File: config.mk
export PLATFORM = sky130hd
export DESIGN_NAME = binary_morphology_3x3_flat
export DESIGN_NICKNAME = d
export VERILOG_FILES = /design/src/rtl/core/bmorph_pkg.sv /design/src/rtl/core/bmorph_in_if.sv /design/src/rtl/core/bmorph_out_if.sv /design/src/rtl/core/bmorph_ram.sv /design/src/rtl/core/bmorph_cell.sv /design/src/rtl/core/binary_morphology_3x3.sv /design/src/flat_wrapper.sv
export SDC_FILE = /design/constraint.sdc
export NUM_CORES = 2
export LEC_CHECK = 0
export BUFFER_PORTS_ARGS = -buffer_cell sky130_fd_sc_hd__buf_2
export CAP_MARGIN = 25
export CORE_MARGIN = 2
export CORE_UTILIZATION = 55
export DETAILED_ROUTE_END_ITERATION = 12
export PLACE_DENSITY = 0.74
export SLEW_MARGIN = 20
export SYNTH_ARGS = -nofsm -noshare
export SYNTH_HDL_FRONTEND = slang
export SYNTH_HIERARCHICAL = 1
export SYNTH_SLANG_ARGS = --single-unit
File: constraint.sdc
create_clock -name clk -period 39.8 [get_ports clk]
set_clock_uncertainty 0.05 [all_clocks]
set_input_delay 3.98 -clock clk [delete_from_list [all_inputs] [get_ports clk]]
set_output_delay 3.98 -clock clk [all_outputs]
set_load 0.05 [all_outputs]
File: src/rtl/core/bmorph_pkg.sv
`default_nettype none

package bmorph_pkg;

	localparam int MAX_WIDTH    = 1024;
	localparam int HEIGHT_LIMIT = 1024;
	localparam int DIM_W        = 11;
	localparam int COL_W        = $clog2(MAX_WIDTH);
	localparam int ROW_W        = $clog2(HEIGHT_LIMIT + 2);
	localparam int WID_W        = (DIM_W > $clog2(MAX_WIDTH + 1)) ? DIM_W : $clog2(MAX_WIDTH + 1);
	localparam int WIN          = 3;
	localparam int LINE_W       = 2;

	localparam logic MODE_ERODE = 1'b1;
	localparam logic REQ_FLUSH  = 1'b1;

	typedef enum logic [1:0] {
		REG_OP_MODE      = 2'd0,
		REG_IMAGE_WIDTH  = 2'd1,
		REG_IMAGE_HEIGHT = 2'd2,
		REG_BORDER_VALUE = 2'd3
	} reg_index_t;

	typedef struct packed {
		logic top;
		logic bottom;
		logic side;
	} cell_mask_t;

	typedef struct packed {
		logic any_set;
		logic all_set;
	} cell_red_t;

	typedef struct packed {
		logic top;
		logic bottom;
		logic left;
		logic right;
	} bound_t;

endpackage

`default_nettype wire

File: src/rtl/core/bmorph_in_if.sv
`default_nettype none

interface bmorph_in_if;
	logic valid;
	logic ready;
	logic req_type;
	logic pixel_in;

	modport source (output valid, output req_type, output pixel_in, input ready);
	modport sink (input valid, input req_type, input pixel_in, output ready);
endinterface

`default_nettype wire

File: src/rtl/core/bmorph_out_if.sv
`default_nettype none

interface bmorph_out_if;
	logic valid;
	logic ready;
	logic result_pixel;
	logic frame_end;

	modport source (output valid, output result_pixel, output frame_end, input ready);
	modport sink (input valid, input result_pixel, input frame_end, output ready);
endinterface

`default_nettype wire

File: src/rtl/core/bmorph_ram.sv
`default_nettype none

module bmorph_ram #(
	parameter int WIDTH = 1,
	parameter int DEPTH = 2
) (
	input  wire logic                     clk,
	input  wire logic                     we,
	input  wire logic [$clog2(DEPTH)-1:0] waddr,
	input  wire logic [WIDTH-1:0]         wdata,
	input  wire logic                     re,
	input  wire logic [$clog2(DEPTH)-1:0] raddr,
	output logic      [WIDTH-1:0]         rdata
);

	logic [WIDTH-1:0] mem_q [DEPTH];
	logic [WIDTH-1:0] rdata_q;

	always_ff @(posedge clk) begin
		if (we) begin
			mem_q[waddr] <= wdata;
		end
		if (re) begin
			rdata_q <= mem_q[raddr];
		end
	end

	assign rdata = rdata_q;

endmodule

`default_nettype wire

File: src/rtl/core/bmorph_cell.sv
`default_nettype none

module bmorph_cell
	import bmorph_pkg::*;
(
	input  wire logic             clk,
	input  wire logic             arst_n,
	input  wire logic             advance,
	input  wire logic             clear,
	input  wire logic [WIN-1:0]   col_in,
	input  wire cell_mask_t       mask,
	input  wire logic             border,
	output logic      [WIN-1:0]   col_q,
	output cell_red_t             red
);

	logic [WIN-1:0] masked;

	always_ff @(posedge clk or negedge arst_n) begin
		if (!arst_n) begin
			col_q <= '0;
		end else if (clear) begin
			col_q <= '0;
		end else if (advance) begin
			col_q <= col_in;
		end
	end

	always_comb begin
		for (int k = 0; k < WIN; k++) begin
			if (mask.side || (k == 0 && mask.top) || (k == WIN - 1 && mask.bottom)) begin
				masked[k] = border;
			end else begin
				masked[k] = col_in[k];
			end
		end
	end

	assign red.any_set = |masked;
	assign red.all_set = &masked;

endmodule

`default_nettype wire

File: src/rtl/core/binary_morphology_3x3.sv
// Streaming 3x3 binary dilation / erosion with an all-ones element.
// pixels: one item per transfer; req_type selects a pixel or a flush tick.
// Pixels arrive in raster order; after the last pixel of a frame,
// image_width + 1 flush ticks (or pixels, which are then discarded) drain it.
// A flush tick before the frame is complete is taken and dropped.
// results: one pixel per transfer in raster order, frame_end on the last one.
// The result for pixel (r, c) is produced by the item taken image_width + 1
// items later; it is computed in the window stage and held in the output register.
// Throughput is one item per cycle unless results stalls: the line store takes
// a registered read on transfer and writes back from the window stage on its
// own write port. While results is stalled with a result held, pixels waits
// unless the window stage is empty or its item causes no result.
// Config writes (wr_en, wr_index, wr_data) must come while idle (unenforced); a
// width or height write restarts the frame and clears the window. Reset clears
// the pipeline, positions and window, and loads mode 0, 10x10, border 0; the
// line store needs no clearing since stale entries only feed masked positions.
`default_nettype none

module binary_morphology_3x3
	import bmorph_pkg::*;
(
	input  wire logic              clk,
	input  wire logic              arst_n,
	bmorph_in_if.sink              pixels,
	bmorph_out_if.source           results,
	input  wire logic              wr_en,
	input  wire reg_index_t        wr_index,
	input  wire logic [DIM_W-1:0]  wr_data
);

	logic             mode_q;
	logic             border_q;
	logic [WID_W-1:0] width_q;
	logic [ROW_W-1:0] height_q;
	logic [COL_W-1:0] col_q;
	logic [ROW_W-1:0] row_q;
	logic             restart;

	logic              valid_s1;
	logic              x_s1;
	logic [COL_W-1:0]  idx_s1;
	logic              emit_s1;
	logic              end_s1;
	bound_t            bnd_s1;
	logic              fwd_s1;
	logic [LINE_W-1:0] fwd_data_s1;

	logic out_valid_q;
	logic res_pixel_q;
	logic res_end_q;

	logic   flush;
	logic   draining;
	logic   drop;
	logic   take;
	logic   x_in;
	logic   c_nz;
	logic   emit;
	logic   fe;
	logic   last_col;
	bound_t bnd;
	logic   s1_fire;

	logic [LINE_W-1:0] ram_rdata;
	logic [LINE_W-1:0] line_rd;
	logic [LINE_W-1:0] line_wr;
	logic [WIN-1:0]    new_col;
	logic [WIN-1:0]    win_col [WIN];
	cell_red_t         red [WIN];
	logic [WIN-1:0]    any_v;
	logic [WIN-1:0]    all_v;
	logic              result;

	assign restart = wr_en && (wr_index == REG_IMAGE_WIDTH || wr_index == REG_IMAGE_HEIGHT);

	// front end: position bookkeeping
	assign flush    = (pixels.req_type == REQ_FLUSH);
	assign draining = (row_q >= height_q);
	assign drop     = flush && !draining;
	assign s1_fire  = valid_s1 && (!emit_s1 || !out_valid_q || results.ready);
	assign pixels.ready = !valid_s1 || s1_fire;
	assign take     = pixels.valid && pixels.ready && !drop;
	assign x_in     = draining ? 1'b0 : pixels.pixel_in;
	assign c_nz     = (col_q != '0);
	assign last_col = (WID_W'(col_q) + WID_W'(1) == width_q);
	assign fe       = !c_nz && (row_q == height_q + ROW_W'(1));

	always_comb begin
		if (c_nz) begin
			emit       = (row_q >= ROW_W'(1));
			bnd.top    = (row_q == ROW_W'(1));
			bnd.bottom = (row_q == height_q);
			bnd.left   = (col_q == COL_W'(1));
			bnd.right  = 1'b0;
		end else begin
			emit       = (row_q >= ROW_W'(2));
			bnd.top    = (row_q == ROW_W'(2));
			bnd.bottom = (row_q == height_q + ROW_W'(1));
			bnd.left   = (width_q == WID_W'(1));
			bnd.right  = 1'b1;
		end
	end

	always_ff @(posedge clk or negedge arst_n) begin
		if (!arst_n) begin
			mode_q   <= 1'b0;
			border_q <= 1'b0;
			width_q  <= WID_W'(10);
			height_q <= ROW_W'(10);
			col_q    <= '0;
			row_q    <= '0;
		end else if (wr_en) begin
			case (wr_index)
				REG_OP_MODE: begin
					mode_q <= wr_data[0];
				end
				REG_IMAGE_WIDTH: begin
					if (wr_data == '0) begin
						width_q <= WID_W'(1);
					end else if (WID_W'(wr_data) > WID_W'(MAX_WIDTH)) begin
						width_q <= WID_W'(MAX_WIDTH);
					end else begin
						width_q <= WID_W'(wr_data);
					end
				end
				REG_IMAGE_HEIGHT: begin
					if (wr_data == '0) begin
						height_q <= ROW_W'(1);
					end else if (wr_data > DIM_W'(HEIGHT_LIMIT)) begin
						height_q <= ROW_W'(HEIGHT_LIMIT);
					end else begin
						height_q <= ROW_W'(wr_data);
					end
				end
				REG_BORDER_VALUE: begin
					border_q <= wr_data[0];
				end
				default: begin
				end
			endcase
			if (restart) begin
				col_q <= '0;
				row_q <= '0;
			end
		end else if (take) begin
			if (fe) begin
				col_q <= '0;
				row_q <= '0;
			end else if (last_col) begin
				col_q <= '0;
				row_q <= row_q + ROW_W'(1);
			end else begin
				col_q <= col_q + COL_W'(1);
			end
		end
	end

	// window stage
	always_ff @(posedge clk or negedge arst_n) begin
		if (!arst_n) begin
			valid_s1 <= 1'b0;
		end else if (take) begin
			valid_s1 <= 1'b1;
		end else if (s1_fire) begin
			valid_s1 <= 1'b0;
		end
	end

	always_ff @(posedge clk) begin
		if (take) begin
			x_s1        <= x_in;
			idx_s1      <= col_q;
			emit_s1     <= emit;
			end_s1      <= fe;
			bnd_s1      <= bnd;
			fwd_s1      <= s1_fire && (idx_s1 == col_q);
			fwd_data_s1 <= line_wr;
		end
	end

	bmorph_ram #(
		.WIDTH (LINE_W),
		.DEPTH (MAX_WIDTH)
	) u_line (
		.clk   (clk),
		.we    (s1_fire),
		.waddr (idx_s1),
		.wdata (line_wr),
		.re    (take),
		.raddr (col_q),
		.rdata (ram_rdata)
	);

	// bit 1: upper row, bit 0: lower row
	assign line_rd = fwd_s1 ? fwd_data_s1 : ram_rdata;
	assign line_wr = {line_rd[0], x_s1};
	assign new_col = {x_s1, line_rd[0], line_rd[1]};

	for (genvar g = 0; g < WIN; g++) begin : g_cell
		logic [WIN-1:0] cin;
		cell_mask_t     cmask;

		if (g == WIN - 1) begin : g_head
			assign cin        = new_col;
			assign cmask.side = bnd_s1.right;
		end else if (g == 0) begin : g_tail
			assign cin        = win_col[g + 1];
			assign cmask.side = bnd_s1.left;
		end else begin : g_mid
			assign cin        = win_col[g + 1];
			assign cmask.side = 1'b0;
		end
		assign cmask.top    = bnd_s1.top;
		assign cmask.bottom = bnd_s1.bottom;

		bmorph_cell u_cell (
			.clk     (clk),
			.arst_n  (arst_n),
			.advance (s1_fire),
			.clear   (restart),
			.col_in  (cin),
			.mask    (cmask),
			.border  (border_q),
			.col_q   (win_col[g]),
			.red     (red[g])
		);

		assign any_v[g] = red[g].any_set;
		assign all_v[g] = red[g].all_set;
	end

	assign result = (mode_q == MODE_ERODE) ? &all_v : |any_v;

	// output register
	always_ff @(posedge clk or negedge arst_n) begin
		if (!arst_n) begin
			out_valid_q <= 1'b0;
		end else if (s1_fire && emit_s1) begin
			out_valid_q <= 1'b1;
		end else if (results.ready) begin
			out_valid_q <= 1'b0;
		end
	end

	always_ff @(posedge clk) begin
		if (s1_fire && emit_s1) begin
			res_pixel_q <= result;
			res_end_q   <= end_s1;
		end
	end

	assign results.valid        = out_valid_q;
	assign results.result_pixel = res_pixel_q;
	assign results.frame_end    = res_end_q;

endmodule

`default_nettype wire

File: src/flat_wrapper.sv
// flat-port wrapper written by rule: the top's interface ports become plain ports
module binary_morphology_3x3_flat import bmorph_pkg::*;
  (clk, arst_n, wr_en, wr_index, wr_data, pixels_valid, pixels_req_type, pixels_pixel_in, pixels_ready, results_valid, results_result_pixel, results_frame_end, results_ready);
  bmorph_in_if pixels_i ();
  bmorph_out_if results_i ();
  input  wire logic clk;
  input  wire logic arst_n;
  input  wire logic wr_en;
  input  wire reg_index_t wr_index;
  input  wire logic [DIM_W-1:0] wr_data;
  input wire logic [$bits(pixels_i.valid)-1:0] pixels_valid;
  input wire logic [$bits(pixels_i.req_type)-1:0] pixels_req_type;
  input wire logic [$bits(pixels_i.pixel_in)-1:0] pixels_pixel_in;
  output wire logic [$bits(pixels_i.ready)-1:0] pixels_ready;
  output wire logic [$bits(results_i.valid)-1:0] results_valid;
  output wire logic [$bits(results_i.result_pixel)-1:0] results_result_pixel;
  output wire logic [$bits(results_i.frame_end)-1:0] results_frame_end;
  input wire logic [$bits(results_i.ready)-1:0] results_ready;
  assign pixels_i.valid = pixels_valid;
  assign pixels_i.req_type = pixels_req_type;
  assign pixels_i.pixel_in = pixels_pixel_in;
  assign pixels_ready = pixels_i.ready;
  assign results_valid = results_i.valid;
  assign results_result_pixel = results_i.result_pixel;
  assign results_frame_end = results_i.frame_end;
  assign results_i.ready = results_ready;
  binary_morphology_3x3 u_core (.clk(clk), .arst_n(arst_n), .pixels(pixels_i), .results(results_i), .wr_en(wr_en), .wr_index(wr_index), .wr_data(wr_data));
endmodule
==> flow_metrics.py <==
metrics = {
    "global_route": {
        "antenna_found_initial": 4,
        "grt-busiest-layer": "met2",
        "grt_use_met1": 0.386,
        "grt_use_met2": 0.441,
        "track_usage": 0.281,
        "overflow": 0,
        "grt_pass1_wl_mm": 332,
        "grt_max_degree": 223,
        "grt_pass1_vias": 49500,
        "grtUsageMet3": 0.0551,
    },
    "die": {
        "ioPinCount": 24,
        "die_x_um": 405,
        "die_area_um2": 164000,
        "core-area_um2": 160000,
        "die_y_um": 405,
        "floorplan.rows": 147,
        "start_util": 0.553,
    },
    "timing": {
        "worstMarginPinSlew_ns": 1.23,
        "layout_worst_path_cycle_share": 0.219,
        "fmax_mhz": 115,
        "setup_viol": 0,
        "slew_viol_final": 0,
        "slew_headroom": 0.180,
        "period_minus_slack_ns": 8.72,
        "final_hold_viol_count": 0,
        "grt_setup_unrepaired": "no",
        "fin_setup_tns_ns": 0,
    },
    "finish": {
        "nFillCells": 11200,
        "area_growth_pct": 9.88,
        "layout-drive-gt1-share": 0.181,
        "register_area_um2": 63600,
        "finalNetCount": 5286,
        "multi_input_area_um2": 23200,
    },
    "route": {
        "drt_iter0_drc": 8420,
        "drt-vias-per-instance": 6.65,
        "vias": 50400,
        "wl_per_cell_um": 30.4,
        "totalWireLength_mm": 230,
        "drcViolationCount": 0,
        "ant_nets": 0,
        "firstDrtPassIters": 7,
    },
    "clocking": {
        "clkTransAtPathRegs_ns": 0.06,
        "root_buffer": "clkbuf_16",
        "cts_tree": "done",
        "post_cts_resized": 0,
        "cts_buffers": 198,
        "cts_setup_buffers": 0,
        "htreeDepth": 4,
        "cts-hold-fix-buffers": 0,
        "clock_latency_ns": 0.84,
        "clk_path_buf_depth": 3,
        "cts_sinks": 2125,
    },
    "min_path": {
        "hold_start": "u_core/end_s1",
        "hold_class": "register to register",
    },
    "setup_path": {
        "startpoint_type": "input port",
        "setup.worst_path.start": "results_ready",
        "cp-end-kind": "primary output",
        "r2r_setup_slack_ns": 32.82,
        "worstSetupPathType": "input port to primary output",
        "path_max_fanout": 3,
        "regToRegStartpoint": "u_core/col_q[0]",
        "cp.required_ns": 35.77,
        "worstPathArrival_ns": 4.69,
    },
    "logic_synthesis": {
        "postSynthAreaPerCell_um2": 16.7,
        "synth_area_um2": 88600,
        "synth_cells": 5306,
        "yosys_warnings": 6,
    },
    "placed_design": {
        "dp_hpwl_mm": 126,
        "portBuffers": 23,
        "gp_congestion": 0.832,
    },
    "pwr": {
        "p_leak_nw": 29.5,
        "power_mw": 5.36,
        "p_per_area_nw_per_um2": 55.1,
        "ir_drop_uv": 42.8,
    },
    "status": {
        "status": "finished clean",
    },
    "run": {
        "drv_cap": 0,
    },
}
## routing by layer
metal / part of all wire / up-vias
met5: 0.00022 / -
met4: 0.047 / 2
met3: 0.12 / 538
met2: 0.47 / 3384
met1: 0.36 / 25800
li1: - / 20600
## cells in the final DEF (no fill, tap or decap), types with 17 or more instances in the layout
master,count
mux4_2,449
clkinv_1,55
nand4_1,30
nor2b_1,18
nor4_1,20
edfxtp_1,2072
o22ai_1,47
clkbuf_16,204
ha_1,21
nor3_1,57
nor2_1,1075
buf_4,97
clkinv_2,45
nand3_4,24
xnor2_1,25
a21oi_1,89
inv_1,28
a22oi_1,45
nand2_1,129
nand3_1,32
clkbuf_1,34
a22o_1,17
buf_2,23
o221ai_1,82
dfrtp_1,44
o21ai_0,70
and3_1,24
mux2i_1,212
nand2b_1,18
## worst paths after layout
| kind | endpoint | cells past startpoint |
|---|---|---|
| setup / recovery | pixels_ready | 4 |
| max in group asynchronous | u_core/col_q[1] | 2 |
| hold reg to reg | u_core/results.frame_end | 0 |
| setup reg to reg | u_core/u_line/rdata[1] | 11 |
| min in group asynchronous | u_core/height_q[2] | 2 |
| hold / removal | u_core/results.frame_end | 0 |
## final cells by class
type | instances | area share
Sequential cell | 2125 | 0.653
Multi-Input combinational cell | 2732 | 0.238
Inverter | 31 | 0.00123
Clock buffer | 239 | 0.0539
Tap cell | 2160 | 0.0278
Antenna cell | 3 | 0.0000771
Timing Repair Buffer | 157 | 0.0155
Clock inverter | 127 | 0.0106
## critical path, cell delays in order
cell     delay [ns]
buf_2          0.10
nor2b_1        0.19
nand3_1        0.17
buf_2          0.25
## power by group
part | leakage [nW] | switching (mW) | internal [mW]
combinational | 7.11 | 0.570 | 0.360
sequential | 19.3 | 0.0285 | 2.56
clock | 3.09 | 0.811 | 1.03
total | 29.5 | 1.41 | 3.95
## sequential cells by signal (all words and copies together) (netlist names), 2 cells and up
register / cells
u_core/height_q: 11
u_core/u_line/mem_q: 2048
u_core/width_q: 11
u_core/row_q: 11
u_core/idx_s1: 10
u_core/col_q: 10
u_core/fwd_data_s1: 2
u_core/g_cell.u_cell/col_q: 6
u_core/u_line/rdata: 2
u_core/bnd_s1: 4
## metrics by stage
step	instances	worst slack (ns)	hold WS [ns]	util	cell area, um^2
after global placement	7174	31.08	0.393	0.564	90500
after floorplan	5311	24.99	0.350	-	88700
after CTS	7564	31.08	0.391	0.606	97200
after detailed placement	7198	31.08	0.378	0.567	91000
final	7574	31.08	0.387	0.607	97400
after global routing	7571	31.00	0.396	0.607	97400
Note: power is estimated with default switching activity, not from simulation.
